$ cat src/sv/metadata_record_stream_parser_assert.svh
// ============================================================================
// Assertion macros for the metadata record stream parser
// Shared property forms, all clocked on clk and disabled while rst_n is low.
// ============================================================================
`ifndef METADATA_RECORD_STREAM_PARSER_ASSERT_SVH
`define METADATA_RECORD_STREAM_PARSER_ASSERT_SVH

// The consequent must hold in the same cycle as the antecedent.
`define MRSP_ASSERT_SAME(label, ante, cons, msg) \
    label: assert property (@(posedge clk) disable iff (!rst_n) (ante) |-> (cons)) \
        else $error(msg);

// The consequent must hold in the cycle after the antecedent.
`define MRSP_ASSERT_NEXT(label, ante, cons, msg) \
    label: assert property (@(posedge clk) disable iff (!rst_n) (ante) |=> (cons)) \
        else $error(msg);

`endif

$ cat src/sv/mrsp_pkg.sv
`timescale 1ns / 1ps
// ============================================================================
// Metadata record stream parser package
// Phase codes, event and error codes, and the result word layout.
// ============================================================================
package mrsp_pkg;

    localparam int BYTE_W       = 8;
    localparam int WORD_W       = 64;
    localparam int STR_LEN_W    = 17;
    localparam int IDX_W        = 3;
    localparam int KIND_W       = 3;
    localparam int TAG_W        = 2;
    localparam int ERR_W        = 3;
    localparam int CFG_IDX_W    = 2;
    localparam int CFG_DATA_W   = 17;
    localparam int OUT_DATA_W   = 96;
    localparam int OUT_USER_W   = 5;

    // Register indexes on the configuration port.
    localparam logic [CFG_IDX_W-1:0] CFG_MAX_ENTRY_COUNT   = 2'd0;
    localparam logic [CFG_IDX_W-1:0] CFG_MAX_KEY_LENGTH    = 2'd1;
    localparam logic [CFG_IDX_W-1:0] CFG_MAX_STRING_LENGTH = 2'd2;

    // Register reset values.
    localparam logic [7:0]           RST_MAX_ENTRY_COUNT   = 8'd100;
    localparam logic [7:0]           RST_MAX_KEY_LENGTH    = 8'd255;
    localparam logic [STR_LEN_W-1:0] RST_MAX_STRING_LENGTH = 17'd65536;

    // Event kinds.
    localparam logic [KIND_W-1:0] EV_KEY_BYTE    = 3'd0;
    localparam logic [KIND_W-1:0] EV_STRING_BYTE = 3'd1;
    localparam logic [KIND_W-1:0] EV_ENTRY_DONE  = 3'd2;
    localparam logic [KIND_W-1:0] EV_EMPTY_DONE  = 3'd3;
    localparam logic [KIND_W-1:0] EV_ERROR       = 3'd4;

    // Error codes.
    localparam logic [ERR_W-1:0] ERR_BAD_COUNT   = 3'd0;
    localparam logic [ERR_W-1:0] ERR_KEY_LONG    = 3'd1;
    localparam logic [ERR_W-1:0] ERR_BAD_TAG     = 3'd2;
    localparam logic [ERR_W-1:0] ERR_STRING_LONG = 3'd3;
    localparam logic [ERR_W-1:0] ERR_TRUNCATED   = 3'd4;

    // Value tags.
    localparam logic [TAG_W-1:0] TAG_INT64  = 2'd0;
    localparam logic [TAG_W-1:0] TAG_DOUBLE = 2'd1;
    localparam logic [TAG_W-1:0] TAG_STRING = 2'd2;
    localparam logic [TAG_W-1:0] TAG_BOOL   = 2'd3;

    // Byte positions that end the 8-byte and 4-byte fields.
    localparam logic [IDX_W-1:0] LAST_IDX_WORD8 = 3'd7;
    localparam logic [IDX_W-1:0] LAST_IDX_WORD4 = 3'd3;

    typedef enum logic [3:0] {
        PH_COUNT  = 4'd0,
        PH_KEYLEN = 4'd1,
        PH_KEY    = 4'd2,
        PH_TAG    = 4'd3,
        PH_WORD8  = 4'd4,
        PH_STRLEN = 4'd5,
        PH_STR    = 4'd6,
        PH_BOOL   = 4'd7,
        PH_SKIP   = 4'd8
    } phase_t;

    typedef struct packed {
        logic [KIND_W-1:0] event_kind;
        logic [BYTE_W-1:0] byte_out;
        logic [TAG_W-1:0]  value_tag;
        logic [WORD_W-1:0] fixed_value;
        logic [7:0]        key_length;
        logic [7:0]        entry_number;
        logic              last_entry;
        logic [ERR_W-1:0]  error_code;
    } result_t;

endpackage

$ cat src/sv/mrsp_core.sv
`timescale 1ns / 1ps
// ============================================================================
// Parser core
// Holds the parse state and works out the next state and the result of one
// accepted byte combinationally.
// ============================================================================
module mrsp_core
(
    input  logic                          clk,
    input  logic                          rst_n,
    input  logic                          accept,
    input  logic [mrsp_pkg::BYTE_W-1:0]   data_byte,
    input  logic                          end_marker,
    input  logic [7:0]                    max_entry_count,
    input  logic [7:0]                    max_key_length,
    input  logic [mrsp_pkg::STR_LEN_W-1:0] max_string_length,
    output logic                          res_valid,
    output mrsp_pkg::result_t             res,
    output mrsp_pkg::phase_t              phase
);
    import mrsp_pkg::*;

    phase_t                phase_reg, phase_next;
    logic [IDX_W-1:0]      idx_reg, idx_next;
    logic [WORD_W-1:0]     word_reg, word_next;
    logic [7:0]            entries_reg, entries_next;
    logic [7:0]            entry_idx_reg, entry_idx_next;
    logic [STR_LEN_W-1:0]  remain_reg, remain_next;
    logic [7:0]            key_len_reg, key_len_next;
    logic [TAG_W-1:0]      tag_reg, tag_next;

    logic [WORD_W-1:0]     gathered;
    logic [STR_LEN_W-1:0]  remain_dec;
    logic                  last_entry;

    assign gathered   = word_reg | (WORD_W'(data_byte) << {idx_reg, 3'b000});
    assign remain_dec = remain_reg - STR_LEN_W'(1);
    assign last_entry = (entries_reg <= 8'd1);
    assign phase      = phase_reg;

    always_comb
    begin
        phase_next     = phase_reg;
        idx_next       = idx_reg;
        word_next      = word_reg;
        entries_next   = entries_reg;
        entry_idx_next = entry_idx_reg;
        remain_next    = remain_reg;
        key_len_next   = key_len_reg;
        tag_next       = tag_reg;
        res_valid      = 1'b0;
        res            = '0;

        if (end_marker)
        begin
            phase_next     = PH_COUNT;
            idx_next       = '0;
            word_next      = '0;
            entries_next   = '0;
            entry_idx_next = '0;
            remain_next    = '0;
            if (!(phase_reg == PH_SKIP || (phase_reg == PH_COUNT && idx_reg == '0)))
            begin
                res_valid      = 1'b1;
                res.event_kind = EV_ERROR;
                res.error_code = ERR_TRUNCATED;
            end
        end
        else
        begin
            case (phase_reg)
                PH_COUNT:
                begin
                    if (idx_reg != LAST_IDX_WORD8)
                    begin
                        word_next = gathered;
                        idx_next  = idx_reg + IDX_W'(1);
                    end
                    else
                    begin
                        idx_next  = '0;
                        word_next = '0;
                        if (gathered > WORD_W'(max_entry_count))
                        begin
                            res_valid      = 1'b1;
                            res.event_kind = EV_ERROR;
                            res.error_code = ERR_BAD_COUNT;
                            phase_next     = PH_SKIP;
                        end
                        else if (gathered == '0)
                        begin
                            res_valid      = 1'b1;
                            res.event_kind = EV_EMPTY_DONE;
                        end
                        else
                        begin
                            entries_next   = gathered[7:0];
                            entry_idx_next = '0;
                            phase_next     = PH_KEYLEN;
                        end
                    end
                end
                PH_KEYLEN:
                begin
                    if (idx_reg != LAST_IDX_WORD4)
                    begin
                        word_next = gathered;
                        idx_next  = idx_reg + IDX_W'(1);
                    end
                    else
                    begin
                        idx_next  = '0;
                        word_next = '0;
                        if (gathered > WORD_W'(max_key_length))
                        begin
                            res_valid      = 1'b1;
                            res.event_kind = EV_ERROR;
                            res.error_code = ERR_KEY_LONG;
                            phase_next     = PH_SKIP;
                        end
                        else
                        begin
                            key_len_next = gathered[7:0];
                            remain_next  = STR_LEN_W'(gathered[7:0]);
                            phase_next   = (gathered[7:0] == 8'd0) ? PH_TAG : PH_KEY;
                        end
                    end
                end
                PH_KEY:
                begin
                    res_valid      = 1'b1;
                    res.event_kind = EV_KEY_BYTE;
                    res.byte_out   = data_byte;
                    remain_next    = remain_dec;
                    if (remain_dec == '0)
                    begin
                        phase_next = PH_TAG;
                    end
                end
                PH_TAG:
                begin
                    idx_next  = '0;
                    word_next = '0;
                    if (data_byte > BYTE_W'(TAG_BOOL))
                    begin
                        res_valid      = 1'b1;
                        res.event_kind = EV_ERROR;
                        res.error_code = ERR_BAD_TAG;
                        phase_next     = PH_SKIP;
                    end
                    else
                    begin
                        tag_next = data_byte[TAG_W-1:0];
                        case (data_byte[TAG_W-1:0])
                            TAG_STRING: phase_next = PH_STRLEN;
                            TAG_BOOL:   phase_next = PH_BOOL;
                            default:    phase_next = PH_WORD8;
                        endcase
                    end
                end
                PH_WORD8, PH_STRLEN, PH_STR, PH_BOOL:
                begin
                    // Entry-done defaults; each value phase fills in what differs.
                    res.event_kind   = EV_ENTRY_DONE;
                    res.value_tag    = tag_reg;
                    res.key_length   = key_len_reg;
                    res.entry_number = entry_idx_reg;
                    res.last_entry   = last_entry;
                    case (phase_reg)
                        PH_WORD8:
                        begin
                            if (idx_reg != LAST_IDX_WORD8)
                            begin
                                word_next = gathered;
                                idx_next  = idx_reg + IDX_W'(1);
                            end
                            else
                            begin
                                res_valid       = 1'b1;
                                res.fixed_value = gathered;
                            end
                        end
                        PH_STRLEN:
                        begin
                            if (idx_reg != LAST_IDX_WORD4)
                            begin
                                word_next = gathered;
                                idx_next  = idx_reg + IDX_W'(1);
                            end
                            else
                            begin
                                // The length stays in the word while the bytes arrive.
                                idx_next  = '0;
                                word_next = gathered;
                                if (gathered > WORD_W'(max_string_length))
                                begin
                                    res             = '0;
                                    res_valid       = 1'b1;
                                    res.event_kind  = EV_ERROR;
                                    res.error_code  = ERR_STRING_LONG;
                                    phase_next      = PH_SKIP;
                                    word_next       = '0;
                                end
                                else if (gathered == '0)
                                begin
                                    res_valid = 1'b1;
                                end
                                else
                                begin
                                    remain_next = gathered[STR_LEN_W-1:0];
                                    phase_next  = PH_STR;
                                end
                            end
                        end
                        PH_STR:
                        begin
                            remain_next = remain_dec;
                            res_valid   = 1'b1;
                            if (remain_dec == '0)
                            begin
                                // The final string byte rides on the entry-done word.
                                res.fixed_value = word_reg;
                                res.byte_out    = data_byte;
                            end
                            else
                            begin
                                res            = '0;
                                res.event_kind = EV_STRING_BYTE;
                                res.byte_out   = data_byte;
                            end
                        end
                        default:
                        begin
                            res_valid       = 1'b1;
                            res.fixed_value = WORD_W'(data_byte != '0);
                        end
                    endcase

                    // Close the entry when an entry-done word goes out.
                    if (res_valid && res.event_kind == EV_ENTRY_DONE)
                    begin
                        idx_next  = '0;
                        word_next = '0;
                        if (last_entry)
                        begin
                            entries_next   = '0;
                            entry_idx_next = '0;
                            phase_next     = PH_COUNT;
                        end
                        else
                        begin
                            entries_next   = entries_reg - 8'd1;
                            entry_idx_next = entry_idx_reg + 8'd1;
                            phase_next     = PH_KEYLEN;
                        end
                    end
                end
                default:
                begin
                    // Skipping: bytes are dropped until the end marker.
                end
            endcase
        end
    end

    always_ff @(posedge clk or negedge rst_n)
    begin
        if (!rst_n)
        begin
            phase_reg     <= PH_COUNT;
            idx_reg       <= '0;
            word_reg      <= '0;
            entries_reg   <= '0;
            entry_idx_reg <= '0;
            remain_reg    <= '0;
            key_len_reg   <= '0;
            tag_reg       <= '0;
        end
        else if (accept)
        begin
            phase_reg     <= phase_next;
            idx_reg       <= idx_next;
            word_reg      <= word_next;
            entries_reg   <= entries_next;
            entry_idx_reg <= entry_idx_next;
            remain_reg    <= remain_next;
            key_len_reg   <= key_len_next;
            tag_reg       <= tag_next;
        end
    end

endmodule

$ cat src/sv/mrsp_skid.sv
`timescale 1ns / 1ps
// ============================================================================
// Result output stage
// Output register plus one skid entry, so the input side keeps a registered
// ready and can take a word while a result still waits downstream.
// ============================================================================
module mrsp_skid
(
    input  logic              clk,
    input  logic              rst_n,
    input  logic              in_valid,
    input  mrsp_pkg::result_t in_item,
    output logic              in_ready,
    output logic              out_valid,
    output mrsp_pkg::result_t out_item,
    input  logic              out_ready,
    output logic              skid_full
);
    import mrsp_pkg::*;

    logic    out_valid_reg, out_valid_next;
    logic    skid_valid_reg, skid_valid_next;
    result_t out_item_reg, out_item_next;
    result_t skid_item_reg, skid_item_next;
    logic    take;

    assign take      = out_valid_reg && out_ready;
    assign in_ready  = !skid_valid_reg;
    assign out_valid = out_valid_reg;
    assign out_item  = out_item_reg;
    assign skid_full = skid_valid_reg;

    always_comb
    begin
        out_valid_next  = out_valid_reg;
        skid_valid_next = skid_valid_reg;
        out_item_next   = out_item_reg;
        skid_item_next  = skid_item_reg;
        if (skid_valid_reg)
        begin
            if (take)
            begin
                out_item_next   = skid_item_reg;
                skid_valid_next = 1'b0;
            end
        end
        else if (in_valid)
        begin
            if (!out_valid_reg || take)
            begin
                out_item_next  = in_item;
                out_valid_next = 1'b1;
            end
            else
            begin
                skid_item_next  = in_item;
                skid_valid_next = 1'b1;
            end
        end
        else if (take)
        begin
            out_valid_next = 1'b0;
        end
    end

    always_ff @(posedge clk or negedge rst_n)
    begin
        if (!rst_n)
        begin
            out_valid_reg  <= 1'b0;
            skid_valid_reg <= 1'b0;
        end
        else
        begin
            out_valid_reg  <= out_valid_next;
            skid_valid_reg <= skid_valid_next;
        end
    end

    always_ff @(posedge clk)
    begin
        out_item_reg  <= out_item_next;
        skid_item_reg <= skid_item_next;
    end

endmodule

$ cat src/sv/metadata_record_stream_parser.sv
`timescale 1ns / 1ps
// ============================================================================
// Metadata record stream parser
// Parses a serialized metadata record, one byte per input word, into key
// byte, string byte, entry-done, empty-record and error events.
// ============================================================================
// One input word is taken in every clock cycle: each byte only updates a
// small parse state (phase, byte position, assembled field, counters) and is
// checked against the limits combinationally, and its event, if any, lands at
// the same edge in the output register, or in the one-entry skid behind it
// when the output register still holds an event that is not taken at that
// edge. The input side stalls only when both the output register and the
// skid hold events that the consumer has not taken; s_tready comes straight
// from a flip-flop. A record
// is an 8-byte little-endian entry count followed by entries; each entry is
// a 4-byte key length, the key, a tag byte and a value (8 bytes for int64 or
// double, a 4-byte length plus bytes for a string, one byte for a bool).
// Every key byte and every string byte but the last gives its own event; the
// last string byte travels in byte_out of the entry-done event. A zero count
// gives an empty-record event. After any error the parser drops bytes until
// an end marker (s_tlast), which resets it to expect a new count; an end
// marker inside a record reports truncation. Configuration writes are meant
// for idle times only.
// ============================================================================
module metadata_record_stream_parser
(
    input  logic                                clk,
    input  logic                                rst_n,
    // Input stream.
    input  logic                                s_tvalid,
    output logic                                s_tready,
    input  logic [7:0]                          s_tdata,  // [7:0] data_byte
    input  logic                                s_tlast,  // end_marker
    // Event stream.
    output logic                                m_tvalid,
    input  logic                                m_tready,
    // [7:0] byte_out, [71:8] fixed_value, [79:72] key_length,
    // [87:80] entry_number, [90:88] error_code, [95:91] zero
    output logic [mrsp_pkg::OUT_DATA_W-1:0]     m_tdata,
    output logic                                m_tlast,  // last_entry
    output logic [mrsp_pkg::OUT_USER_W-1:0]     m_tuser,  // [2:0] event_kind, [4:3] value_tag
    // Configuration writes.
    input  logic                                cfg_we,
    input  logic [mrsp_pkg::CFG_IDX_W-1:0]      cfg_index,
    input  logic [mrsp_pkg::CFG_DATA_W-1:0]     cfg_data
);
    import mrsp_pkg::*;

`include "metadata_record_stream_parser_assert.svh"

    logic [7:0]           max_entry_count_reg;
    logic [7:0]           max_key_length_reg;
    logic [STR_LEN_W-1:0] max_string_length_reg;

    logic    in_accept;
    logic    core_valid;
    result_t core_res;
    phase_t  core_phase;
    result_t out_item;
    logic    skid_full;

    assign in_accept = s_tvalid && s_tready;

    // Limit registers; an index past the list is ignored.
    always_ff @(posedge clk or negedge rst_n)
    begin
        if (!rst_n)
        begin
            max_entry_count_reg   <= RST_MAX_ENTRY_COUNT;
            max_key_length_reg    <= RST_MAX_KEY_LENGTH;
            max_string_length_reg <= RST_MAX_STRING_LENGTH;
        end
        else if (cfg_we)
        begin
            case (cfg_index)
                CFG_MAX_ENTRY_COUNT:   max_entry_count_reg   <= cfg_data[7:0];
                CFG_MAX_KEY_LENGTH:    max_key_length_reg    <= cfg_data[7:0];
                CFG_MAX_STRING_LENGTH: max_string_length_reg <= cfg_data[STR_LEN_W-1:0];
                default:
                begin
                end
            endcase
        end
    end

    mrsp_core u_core
    (
        .clk               (clk),
        .rst_n             (rst_n),
        .accept            (in_accept),
        .data_byte         (s_tdata),
        .end_marker        (s_tlast),
        .max_entry_count   (max_entry_count_reg),
        .max_key_length    (max_key_length_reg),
        .max_string_length (max_string_length_reg),
        .res_valid         (core_valid),
        .res               (core_res),
        .phase             (core_phase)
    );

    mrsp_skid u_out
    (
        .clk       (clk),
        .rst_n     (rst_n),
        .in_valid  (in_accept && core_valid),
        .in_item   (core_res),
        .in_ready  (s_tready),
        .out_valid (m_tvalid),
        .out_item  (out_item),
        .out_ready (m_tready),
        .skid_full (skid_full)
    );

    assign m_tdata = {5'b0, out_item.error_code, out_item.entry_number,
                      out_item.key_length, out_item.fixed_value, out_item.byte_out};
    assign m_tlast = out_item.last_entry;
    assign m_tuser = {out_item.value_tag, out_item.event_kind};

    // A held skid entry always sits behind a valid output word.
    `MRSP_ASSERT_SAME(a_skid_behind_out, skid_full, m_tvalid,
        "skid entry held while output register is empty")

    // Only an entry-done event can close a record.
    `MRSP_ASSERT_SAME(a_last_only_on_done, m_tvalid && m_tlast,
        m_tuser[KIND_W-1:0] == EV_ENTRY_DONE,
        "last_entry set on an event that is not entry done")

    // An end marker always leaves the parser waiting for a new count.
    `MRSP_ASSERT_NEXT(a_end_resets_phase, in_accept && s_tlast,
        core_phase == PH_COUNT,
        "parser not back at the count after an end marker")

endmodule
$ cat config.mk
export PLATFORM = sky130hd
export DESIGN_NAME = metadata_record_stream_parser
export DESIGN_NICKNAME = d
export VERILOG_FILES = /design/src/sv/mrsp_pkg.sv /design/src/sv/mrsp_core.sv /design/src/sv/mrsp_skid.sv /design/src/sv/metadata_record_stream_parser.sv
export VERILOG_INCLUDE_DIRS = /design/src /design/src/sv
export SDC_FILE = /design/constraint.sdc
export NUM_CORES = 1
export LEC_CHECK = 0
export BUFFER_PORTS_ARGS = -buffer_cell sky130_fd_sc_hd__buf_2
export CORE_ASPECT_RATIO = 0.9
export CORE_MARGIN = 2
export CORE_UTILIZATION = 45
export CTS_CLUSTER_DIAMETER = 50
export CTS_CLUSTER_SIZE = 25
export DETAILED_ROUTE_END_ITERATION = 8
export MAX_ROUTING_LAYER = met4
export PLACE_DENSITY_LB_ADDON = 0.3
export SETUP_SLACK_MARGIN = 0.3
export SYNTH_ARGS = -nofsm -noshare
export SYNTH_HDL_FRONTEND = slang
export SYNTH_SLANG_ARGS = --single-unit
$ cat constraint.sdc
create_clock -name clk -period 15.1 [get_ports clk]
set_clock_uncertainty 0.05 [all_clocks]
set_input_delay 0.755 -clock clk [delete_from_list [all_inputs] [get_ports clk]]
set_output_delay 0.755 -clock clk [all_outputs]
set_load 0.01 [all_outputs]
==> metrics.csv, run 1 <==
stage;metric;value;unit
logic_synthesis;syn_inst;1517;
logic_synthesis;synth-seq-cells;343;
route;vias_per_cell;5.83;
sta;post-route-min-period;5890;ps
grt;grt_use_total;0.221;
critical_path;crit_path_end_kind;flop;
critical_path;crit_required;15200;ps
layout;area_growth;13.1;%
power_and_ir_drop;p_sw;1140;uW
clocking;htree_levels;2;
critical_path;crit_path_max_incr_delay;840;ps
sta;finalMaxSlewViolations;0;
critical_path;rr_startpoint;u_core.idx_reg[1]$_DFFE_PN0P_;
status;status;complete, no violations;
critical_path;crit_arrival;5990;ps
layout;fillers;3266;
floorplan;die_w;209;microns
critical_path;cpMostUsedCell;a21oi_1;
power_and_ir_drop;p_leak;0.00779;uW
clocking;cts_buffers;36;
clocking;cts_setup_buffers;0;
critical_path;worst_r2r_endpoint;u_out.skid_item_reg[39]$_DFFE_PP_;
layout;fin_util;0.516;
flow_run;drv_cap;0;
critical_path;startpoint;u_core.idx_reg[1]$_DFFE_PN0P_;
layout;drive_gt1_frac;0.234;
route;vias;12400;
critical_path;critPathSlowestCell;dfrtp_1;
clocking;ctsResizeCount;0;
clocking;clock_latency;550;ps
grt;grt_pass1_vias;11600;
sta;slew_headroom;0.156;
power_and_ir_drop;clkPwrFrac;0.296;
critical_path;crit_end;u_out.skid_item_reg[39]$_DFFE_PP_;
power_and_ir_drop;p_int;1940;uW
clocking;clkSinkCount;343;
floorplan;die_area;0.0393;sq mm
floorplan;core-area;0.0372;sq mm
grt;grt_overflow_total;0;
route;wl_per_cell;20.0;microns
route;drc_errors;0;
clocking;cts_buffer_depth;3;
route;dr.pass1.iters;6;
critical_path;worst-r2r-cell-count;14;
power_and_ir_drop;pwr-share-seq;0.403;
logic_synthesis;synth_edf_count;194;
critical_path;cp-start-kind;flop;
grt;grt_pass1_wl;67100;microns
layout;fin_nets;1688;
placement;dpl.hpwl;29300;microns
critical_path;ff2ff_setup_slack;9210;ps
sta;fin_crit_sh;0.390;
sta;finalSetupViolations;0;
route;ant_nets;0;
placement;io_buffer_count;131;
logic_synthesis;synth_area;0.0170;sq mm
floorplan;die_y;188;microns
logic_synthesis;synth-seq-area-share;0.563;
power_and_ir_drop;irDropWorstVdd;0.0857;mV
floorplan;row_count;67;
route;wirelength;42500;microns
sta;finalHoldViolCount;0;
logic_synthesis;synth_area_per_cell;11.2;sq um
clocking;root_buffer;clkbuf_16;
sta;fin_setup_tns;0;ps
grt;antenna_found_initial;1;
critical_path;path_max_fanout;59;
sta;fmax;170;MHz
logic_synthesis;synth.distinct_cells;77;
placement;routabilityCongestion;0.937;
logic_synthesis;ys.flop_type;edfxtp_1;
floorplan;io_pins;137;
route;first_iter_violations;1069;
grt;grt_start_max_net_pins;98;
clocking;holdBufCountCts;0;
critical_path;crit_chain;nor2b_1, a21oi_1, inv_1, ha_1, nand4_1, or4_1, a21oi_1, o31ai_1, nor3_1, o31ai_1, nand4_1, a21oi_1, nor2_4, buf_4;
power_and_ir_drop;p_sw_frac;0.370;
power_and_ir_drop;power.density;160;mW/mm^2
logic_synthesis;yosys_warnings;0;
floorplan;start_util;0.457;
min_path;hold_path_class;primary input to asynchronous set/reset pin;
sta;tightest_slew;1260;ps
power_and_ir_drop;pwr-share-comb;0.301;
critical_path;crit_type;flop to flop;
sta;rsz0062_at_grt;no;
clocking;cts.clk_slew.worst_paths;70;ps
logic_synthesis;synthArstFlopShare;0.434;
clocking;tritoncts;yes;
## logic make-up (layout without fill, tap and decap cells)
logic type,after synthesis,count (layout),synth area share
xor+xnor,9,9,0.00464
mux,116,116,0.0768
other cells,1,6,0.000221
fa+ha+maj,43,43,0.0317
simple gates,479,479,0.147
compound gates,361,361,0.134
buf+inv,165,284,0.0434
flops,343,343,0.563
## worst max-delay path, delay by kind of cell (launching register included)
family	cells	cell delay [ps]
fa+ha+maj	1	340
buf+inv	2	860
flops	1	840
simple gates	6	2270
compound gates	5	1040
## final cells by class
cell class                      instances  area (sq um)  share of cell area
Antenna cell                            1          2.50            0.000130
Multi-Input combinational cell       1013          6750               0.351
Timing Repair Buffer                  148           790              0.0411
Sequential cell                       343          9570               0.498
Clock inverter                         26           294              0.0153
Tap cell                              483           604              0.0314
Inverter                               70           264              0.0137
Clock buffer                           40           947              0.0493
## power groups by stage
stage	sequential, uW	combinational (uW)	clock (uW)
2_1_floorplan	1240	654	0
6_report	1240	927	911
5_1_grt	1260	1020	966
3_3_place_gp	1250	899	0
4_1_cts	1240	917	929
3_5_place_dp	1260	911	0
## synthesized netlist by cell type (3+ instances only)
cell type  number  area share
o211ai_1        4      0.0018
inv_1          68       0.015
nor2_4         20       0.013
nand3b_1        4      0.0018
a31oi_1        11      0.0040
nand2_1        99       0.022
nor3_1         52       0.015
a32oi_1         5      0.0026
and3_1         17      0.0063
or3_1           6      0.0022
edfxtp_1      194        0.34
dfstp_2        12       0.019
o21ai_1         3     0.00088
buf_2          20      0.0059
ha_1           43       0.032
xnor2_1         3      0.0015
nand4_1        20      0.0074
nor4bb_1        3      0.0018
clkbuf_1       60       0.013
and2_1         25      0.0092
nor4_1         18      0.0066
nor2b_1        17      0.0063
nand3_1        14      0.0041
a21oi_1       127       0.037
mux2_2        116       0.077
o31ai_1        44       0.019
a21o_1          3      0.0013
a2111oi_0       5      0.0026
o21a_1         10      0.0044
o21ai_0        64       0.019
xor2_1          6      0.0031
a211oi_1        4      0.0018
or2_2           3      0.0011
a22oi_1        49       0.022
and4_1          3      0.0015
buf_4           6      0.0026
nand2b_1       12      0.0044
dfrtp_1       137        0.20
o22ai_1         6      0.0022
buf_6           5      0.0033
nor4b_1         5      0.0026
nor3_2          3      0.0018
nor2_1        147       0.032
## per-stage QoR
| step | area, sq um | total power (uW) | instances | setup slack (ps) | hold WS (ps) |
|---|---|---|---|---|---|
| final | 19200 | 3080 | 2124 | 9210 | 292 |
| after global routing | 19200 | 3250 | 2124 | 8800 | 366 |
| after CTS | 19200 | 3080 | 2123 | 9270 | 313 |
| after detailed placement | 18000 | 2170 | 2057 | 9250 | 427 |
| after global placement | 18000 | 2150 | 2057 | 9340 | 415 |
| after floorplan | 17000 | 1890 | 1521 | 6730 | 387 |
## layer usage
metal	part of all wire	up-vias	GRT usage
met5	0	-	-
met4	0.023	0	0.0577
met3	0.072	77	0.0390
met2	0.42	502	0.306
met1	0.48	6036	0.332
li1	-	5763	-
## layout by cell type (no fill, tap or decap), types with 6 or more instances in the layout
cell / synthesis / final
buf_2: 20 / 130
buf_4: 6 / 17
nand4_1: 20 / 20
and2_1: 25 / 25
nor2b_1: 17 / 17
o22ai_1: 6 / 6
or3_1: 6 / 6
a31oi_1: 11 / 11
o21ai_0: 64 / 64
nand2b_1: 12 / 12
ha_1: 43 / 43
dfrtp_1: 137 / 137
o31ai_1: 44 / 44
nor3_1: 52 / 50
dfstp_2: 12 / 12
xor2_1: 6 / 6
edfxtp_1: 194 / 194
nor4_1: 18 / 18
inv_1: 68 / 68
o21a_1: 10 / 10
and3_1: 17 / 17
mux2_2: 116 / 116
clkbuf_16: 0 / 37
nor2_4: 20 / 21
nand3_1: 14 / 14
a22oi_1: 49 / 49
nor2_1: 147 / 146
nand2_1: 99 / 98
a21oi_1: 127 / 126
## worst min path at each step
stage,from,cells past startpoint,endpoint
5_1_grt,rst_n,1,u_core.entries_reg[6]$_DFFE_PN0P_
6_report,rst_n,1,max_entry_count_reg[1]$_DFFE_PN0P_
3_3_place_gp,u_core.entry_idx_reg[7]$_DFFE_PN0P_,1,u_core.entry_idx_reg[7]$_DFFE_PN0P_
2_1_floorplan,u_core.entry_idx_reg[7]$_DFFE_PN0P_,1,u_core.entry_idx_reg[7]$_DFFE_PN0P_
3_5_place_dp,u_core.entry_idx_reg[7]$_DFFE_PN0P_,1,u_core.entry_idx_reg[7]$_DFFE_PN0P_
4_1_cts,rst_n,1,u_core.entries_reg[6]$_DFFE_PN0P_
(Power assumes the default switching activity.)
==> inputs of run 2 (changes only) <==
- clock period: 15.1 -> 5.1 ns (I/O delays scaled with it)
==> metrics.csv, run 2 (same netlist as run 1, synthesis figures left out) <==
stage;metric;value;unit;change
clocking;cts_buffers;35;;-2.8%
route;wl_per_cell;20.2;microns;+1.3%
sta;fin_setup_tns;0;ps;unchanged
clocking;htree_levels;2;;unchanged
layout;drive_gt1_frac;0.247;;+0.0132
grt;grt_pass1_vias;12100;;+4.1%
grt;antenna_found_initial;1;;unchanged
floorplan;start_util;0.457;;unchanged
floorplan;die_area;0.0393;sq mm;unchanged
status;status;complete, no violations;;
critical_path;crit_arrival;4670;ps;-1320 ps
layout;mostFrequentLayoutCells;edfxtp_1 (194), nor2_1 (145), dfrtp_1 (136);;
sta;tightest_slew;1130;ps;-127 ps
layout;area_growth;15.8;%;
grt;use_met3;0.0412;;+0.00217
floorplan;row_count;67;;unchanged
clocking;cts.clk_slew.worst_paths;70;ps;about the same
critical_path;cp-start-kind;flop;;
placement;dpl.hpwl;30400;microns;+3.8%
grt;grt_overflow_total;0;;unchanged
route;vias_per_cell;5.80;;-0.51%
layout;fin_nets;1735;;+2.8%
sta;fin_crit_sh;0.890;;+0.500
critical_path;ff2ff_setup_slack;560;ps;-8650 ps
clocking;clkSinkCount;343;;unchanged
critical_path;rr_startpoint;u_core.idx_reg[2]$_DFFE_PN0P_;;
route;dr.pass1.iters;6;;unchanged
critical_path;path_max_fanout;65;;+10%
route;drc_errors;0;;unchanged
route;vias;12600;;+1.6%
floorplan;io_pins;137;;unchanged
clocking;clock_latency;550;ps;about the same
clocking;tritoncts;yes;;
floorplan;die_y;188;microns;unchanged
route;ant_nets;0;;unchanged
critical_path;crit_required;5230;ps;-9970 ps
min_path;hold_path_class;primary input to flop;;
critical_path;crit_type;flop to flop;;
layout;fillers;3327;;+1.9%
route;wirelength;43900;microns;+3.5%
grt;grt_use_total;0.229;;+0.00805
sta;fmax;220;MHz;+30%
sta;finalSetupViolations;0;;unchanged
sta;slew_headroom;0.241;;+0.0847
floorplan;core-area;0.0372;sq mm;unchanged
power_and_ir_drop;power.density;474;mW/mm^2;+200%
sta;post-route-min-period;4540;ps;-1350 ps
clocking;cts_buffer_depth;3;;unchanged
grt;grt_start_max_net_pins;98;;unchanged
sta;finalHoldViolCount;0;;unchanged
sta;rsz0062_at_grt;no;;
clocking;root_buffer;clkbuf_16;;
placement;io_buffer_count;131;;unchanged
power_and_ir_drop;irDropWorstVdd;0.240;mV;+180%
route;first_iter_violations;1113;;+4.1%
grt;grt_pass1_wl;69400;microns;+3.5%
layout;final_common_cell;edfxtp_1;;
power_and_ir_drop;p_leak;0.00802;uW;+3.0%
flow_run;drv_cap;0;;unchanged
grt;grt_use_met1;0.338;;+0.00542
critical_path;crit_path_end_kind;flop;;
layout;stdcell_area;0.0197;sq mm;+2.4%
grt;gr-usage-met2;0.322;;+0.0164
placement;placed_area;0.0182;sq mm;+1.4%
grt;grt-busiest-layer;met1;;
placement;routabilityCongestion;0.941;;+0.44%
min_path;min_from;m_tready;;
sta;finalMaxSlewViolations;0;;unchanged
floorplan;die_w;209;microns;unchanged
critical_path;startpoint;u_core.idx_reg[2]$_DFFE_PN0P_;;
[run 2: changes by cell type in the layout (fill, tap and decap cells not counted), moves of 3 or more]
| cell | before | now |
|---|---|---|
| dlygate4sd3_1 | 0 | 19 |
| a21oi_1 | 126 | 122 |
| clkinv_4 | 1 | 4 |
| inv_16 | 3 | 0 |
| buf_4 | 17 | 41 |
| buf_12 | 0 | 3 |
| a21oi_2 | 1 | 5 |
| clkinvlp_4 | 4 | 1 |
[run 2: per-layer routing]
layer / wire [microns] / share of wire / vias to the layer above
met5: 0 / 0 / -
met3: 2880 / 0.066 / 78
met2: 19100 / 0.44 / 429
met4: 1080 / 0.025 / 0
met1: 20900 / 0.47 / 6211
li1: - / - / 5864
[run 2: worst paths after layout]
path	endpoint	depth (start not counted)
setup / recovery	u_out.skid_item_reg[45]$_DFFE_PP_	16
hold / removal	u_out.out_valid$_DFFE_PN0P_	4
max in group asynchronous	u_core.word_reg[0]$_DFFE_PN0P_	3
setup reg to reg	u_out.skid_item_reg[45]$_DFFE_PP_	16
min in group asynchronous	max_entry_count_reg[4]$_DFFE_PN0P_	2
hold reg to reg	u_core.tag_reg[1]$_DFFE_PN0P_	2
[run 2: critical path, cell delays in order, from the launching register on]
cell	delay, ps
dfrtp_2	500
nor2b_1	640
a21oi_1	270
inv_1	130
ha_1	170
nand4_1	160
or4_1	470
a21oi_1	150
o31ai_1	90
buf_4	160
nor3_1	170
o31ai_1	90
buf_4	170
nand4_1	90
a21oi_1	140
nor2_4	290
buf_12	340
[run 2: final cells by class]
type	count	area [sq um]	share of cell area
tap	483	604	0.0307
inverter	70	264	0.0134
sequential	343	9570	0.486
antenna	1	2.50	0.000127
clock inverter	26	297	0.0151
timing repair buffer	196	1260	0.0638
multi-input combinational	1013	6770	0.344
clock buffer	38	918	0.0467
[run 2: power by group]
group          switching [uW]  total [uW]  internal (uW)
Sequential                300        3650           3350
Combinational            1950        3010           1060
Clock                    1190        2670           1470
[run 2: timing repair]
item	in CTS	in global routing
gates resized for setup	0	4
hold buffers	19	0
setup buffers	0	3
endpoints found under the hold margin	47	0
endpoints found under the setup margin	0	177
[run 2: metrics by stage]
stage,hold WS [ps],setup WS (ps),util,cells,power (uW)
finish,23.6,562,0.529,2170,9330
global route,31.4,350,0.529,2170,9820
CTS,6.10,374,0.528,2165,9320
detailed placement,27.8,438,0.490,2082,6630
global placement,28.9,580,0.490,2082,6560
floorplan,-90.6,304,-,1521,5600
==> inputs of run 3 (changes only) <==
- RECOVER_POWER: not set -> 25
==> metrics.csv, run 3 (same netlist as run 1, synthesis figures left out) <==
stage;metric;value;unit;change
status;status;complete, but fails checks;;
status;violations;capacitance limit, slew limit;;
clocking;clock_latency;550;ps;about the same
power_and_ir_drop;p_int;5850;uW;-0.51%
sta;finalHoldViolCount;0;;unchanged
grt;grt_start_max_net_pins;98;;unchanged
critical_path;critPathTopFamily;simple AND/OR/NAND/NOR gates;;
power_and_ir_drop;p_sw_frac;0.371;;+0.00168
floorplan;start_util;0.457;;unchanged
critical_path;crit_path_max_incr_delay;650;ps;about the same
grt;grt_overflow_total;0;;unchanged
critical_path;crit_required;5230;ps;about the same
floorplan;row_count;67;;unchanged
clocking;cts_buffer_depth;3;;unchanged
clocking;htree_levels;2;;unchanged
floorplan;die_area;0.0393;sq mm;unchanged
sta;slew_headroom;-0.221;;-0.462
clocking;root_buffer;clkbuf_16;;
grt;grt_pass1_wl;69400;microns;unchanged
layout;final_common_cell;edfxtp_1;;
grt;grt_pass1_vias;12100;;unchanged
sta;tightest_slew;1830;ps;+697 ps
layout;stdcell_area;0.0196;sq mm;-0.69%
clocking;cts.clk_slew.worst_paths;70;ps;about the same
sta;post-route-min-period;4560;ps;+19.7 ps
critical_path;worst-r2r-cell-count;16;;unchanged
sta;finalSetupViolations;0;;unchanged
clocking;tritoncts;yes;;
sta;fin_setup_tns;0;ps;unchanged
route;drc_errors;0;;unchanged
route;vias;12600;;+0.087%
floorplan;die_y;188;microns;unchanged
critical_path;cp-start-kind;flop;;
layout;area_growth;15.0;%;
power_and_ir_drop;irDropWorstVdd;0.240;mV;about the same
placement;routabilityCongestion;0.941;;unchanged
route;ant_nets;0;;unchanged
critical_path;crit_arrival;4690;ps;+20 ps
layout;mostFrequentLayoutCells;edfxtp_1 (194), nor2_1 (145), dfrtp_1 (136);;
critical_path;crit_buf_inv;4;;unchanged
critical_path;critPathSlowestCell;nor2b_1;;
power_and_ir_drop;pwr-share-comb;0.321;;-0.002
layout;fillers;3377;;+1.5%
layout;fin_nets;1735;;unchanged
sta;rsz0062_at_grt;no;;
grt;antenna_found_initial;1;;unchanged
sta;fin_crit_sh;0.894;;+0.00386
route;first_iter_violations;1203;;+8.1%
critical_path;cpMostUsedCell;a21oi_1;;
clocking;cts_buffers;35;;unchanged
critical_path;crit_path_end_kind;flop;;
power_and_ir_drop;p_sw;3450;uW;+0.21%
flow_run;drv_cap;3;;+3
power_and_ir_drop;power.density;476;mW/mm^2;+0.44%
placement;dpl.hpwl;30400;microns;unchanged
placement;placed_area;0.0182;sq mm;unchanged
floorplan;io_pins;137;;unchanged
sta;fmax;219;MHz;-0.43%
grt;grt_use_total;0.229;;unchanged
power_and_ir_drop;p_leak;0.00775;uW;-3.4%
power_and_ir_drop;pwr-share-seq;0.392;;about the same
critical_path;crit_chain;nor2b_1, a21oi_1, inv_1, ha_1, nand4_1, or4_1, a21oi_1, o31ai_1, buf_4, nor3_1, o31ai_1, buf_4, nand4_1, a21oi_1, nor2_4, buf_12;;
route;dr.pass1.iters;5;;-1
critical_path;cp.depth;16;;unchanged
floorplan;core-area;0.0372;sq mm;unchanged
route;wl_per_cell;20.3;microns;+0.18%
critical_path;ff2ff_setup_slack;540;ps;-20 ps
floorplan;die_w;209;microns;unchanged
min_path;hold_path_class;primary input to flop;;
route;wirelength;44000;microns;+0.18%
power_and_ir_drop;clkPwrFrac;0.287;;about the same
layout;fin_util;0.525;;-0.00363
route;vias_per_cell;5.80;;about the same
clocking;clkSinkCount;343;;unchanged
min_path;hold_depth;4;;unchanged
critical_path;crit_type;flop to flop;;
sta;finalMaxSlewViolations;154;;+154
critical_path;path_max_fanout;65;;unchanged
layout;drive_gt1_frac;0.190;;-0.0569
placement;io_buffer_count;131;;unchanged
## run 3: changes by cell type in the layout (fill, tap and decap cells not counted)
cell      previous run  this run
buf_2              130        36
buf_4               41        39
buf_6                2         1
clkbuf_1             1        96
clkbuf_2             0         2
nor3b_1              0         1
nor3b_2              1         0
## run 3: timing repair
action | in CTS | in global routing
buffers inserted | 0 | 3
gates resized for setup | 0 | 4
setup endpoints to repair | 0 | 177
hold endpoints to repair | 47 | 0
hold buffers | 19 | 0
## run 3: per-stage QoR
stage	std cells	power (uW)	setup slack, ps	hold slack, ps
6_report	2170	9300	543	22.3
2_1_floorplan	1521	5600	304	-90.6
3_5_place_dp	2082	6630	438	27.8
5_1_grt	2170	9800	350	31.4
4_1_cts	2165	9320	374	6.10
3_3_place_gp	2082	6560	580	28.9
## run 3: power by group through the flow
stage / sequential (uW) / combinational [uW] / clock [uW]
finish: 3650 / 2990 / 2670
global route: 3700 / 3270 / 2830
CTS: 3630 / 2970 / 2720
detailed placement: 3690 / 2940 / 0
global placement: 3680 / 2890 / 0
floorplan: 3650 / 1950 / 0
## run 3: cell type report
class / count / area [sq um] / share of cell area
clock buffers: 38 / 918 / 0.0470
clock inverters: 26 / 297 / 0.0152
well taps: 483 / 604 / 0.0309
diodes: 1 / 2.50 / 0.000128
inverters: 70 / 264 / 0.0135
multi-input cells: 1013 / 6770 / 0.346
flip-flops and latches: 343 / 9570 / 0.490
repair buffers: 196 / 1130 / 0.0576
## run 3: worst min-delay path: cells and delay by family
| kind | cells | cell delay (ps) |
|---|---|---|
| AOI/OAI and AO/OA | 2 | 140 |
| buffers and inverters | 2 | 170 |
## run 3: metal layers
metal	global-route usage	wire length, microns	up-vias
met5	-	0	-
met4	0.0637	1020	0
met3	0.0412	2890	74
met2	0.322	19000	456
met1	0.338	21100	6205
li1	-	-	5858
## run 3: path summary, 6_finish.rpt
kind,start,end
max,u_core.idx_reg[2]$_DFFE_PN0P_,u_out.skid_item_reg[47]$_DFFE_PP_
max in group asynchronous,rst_n,u_core.word_reg[0]$_DFFE_PN0P_
min reg2reg,u_core.tag_reg[1]$_DFFE_PN0P_,u_core.tag_reg[1]$_DFFE_PN0P_
max reg2reg,u_core.idx_reg[2]$_DFFE_PN0P_,u_out.skid_item_reg[47]$_DFFE_PP_
min,m_tready,u_out.out_valid$_DFFE_PN0P_
min in group asynchronous,rst_n,max_string_length_reg[7]$_DFFE_PN0P_
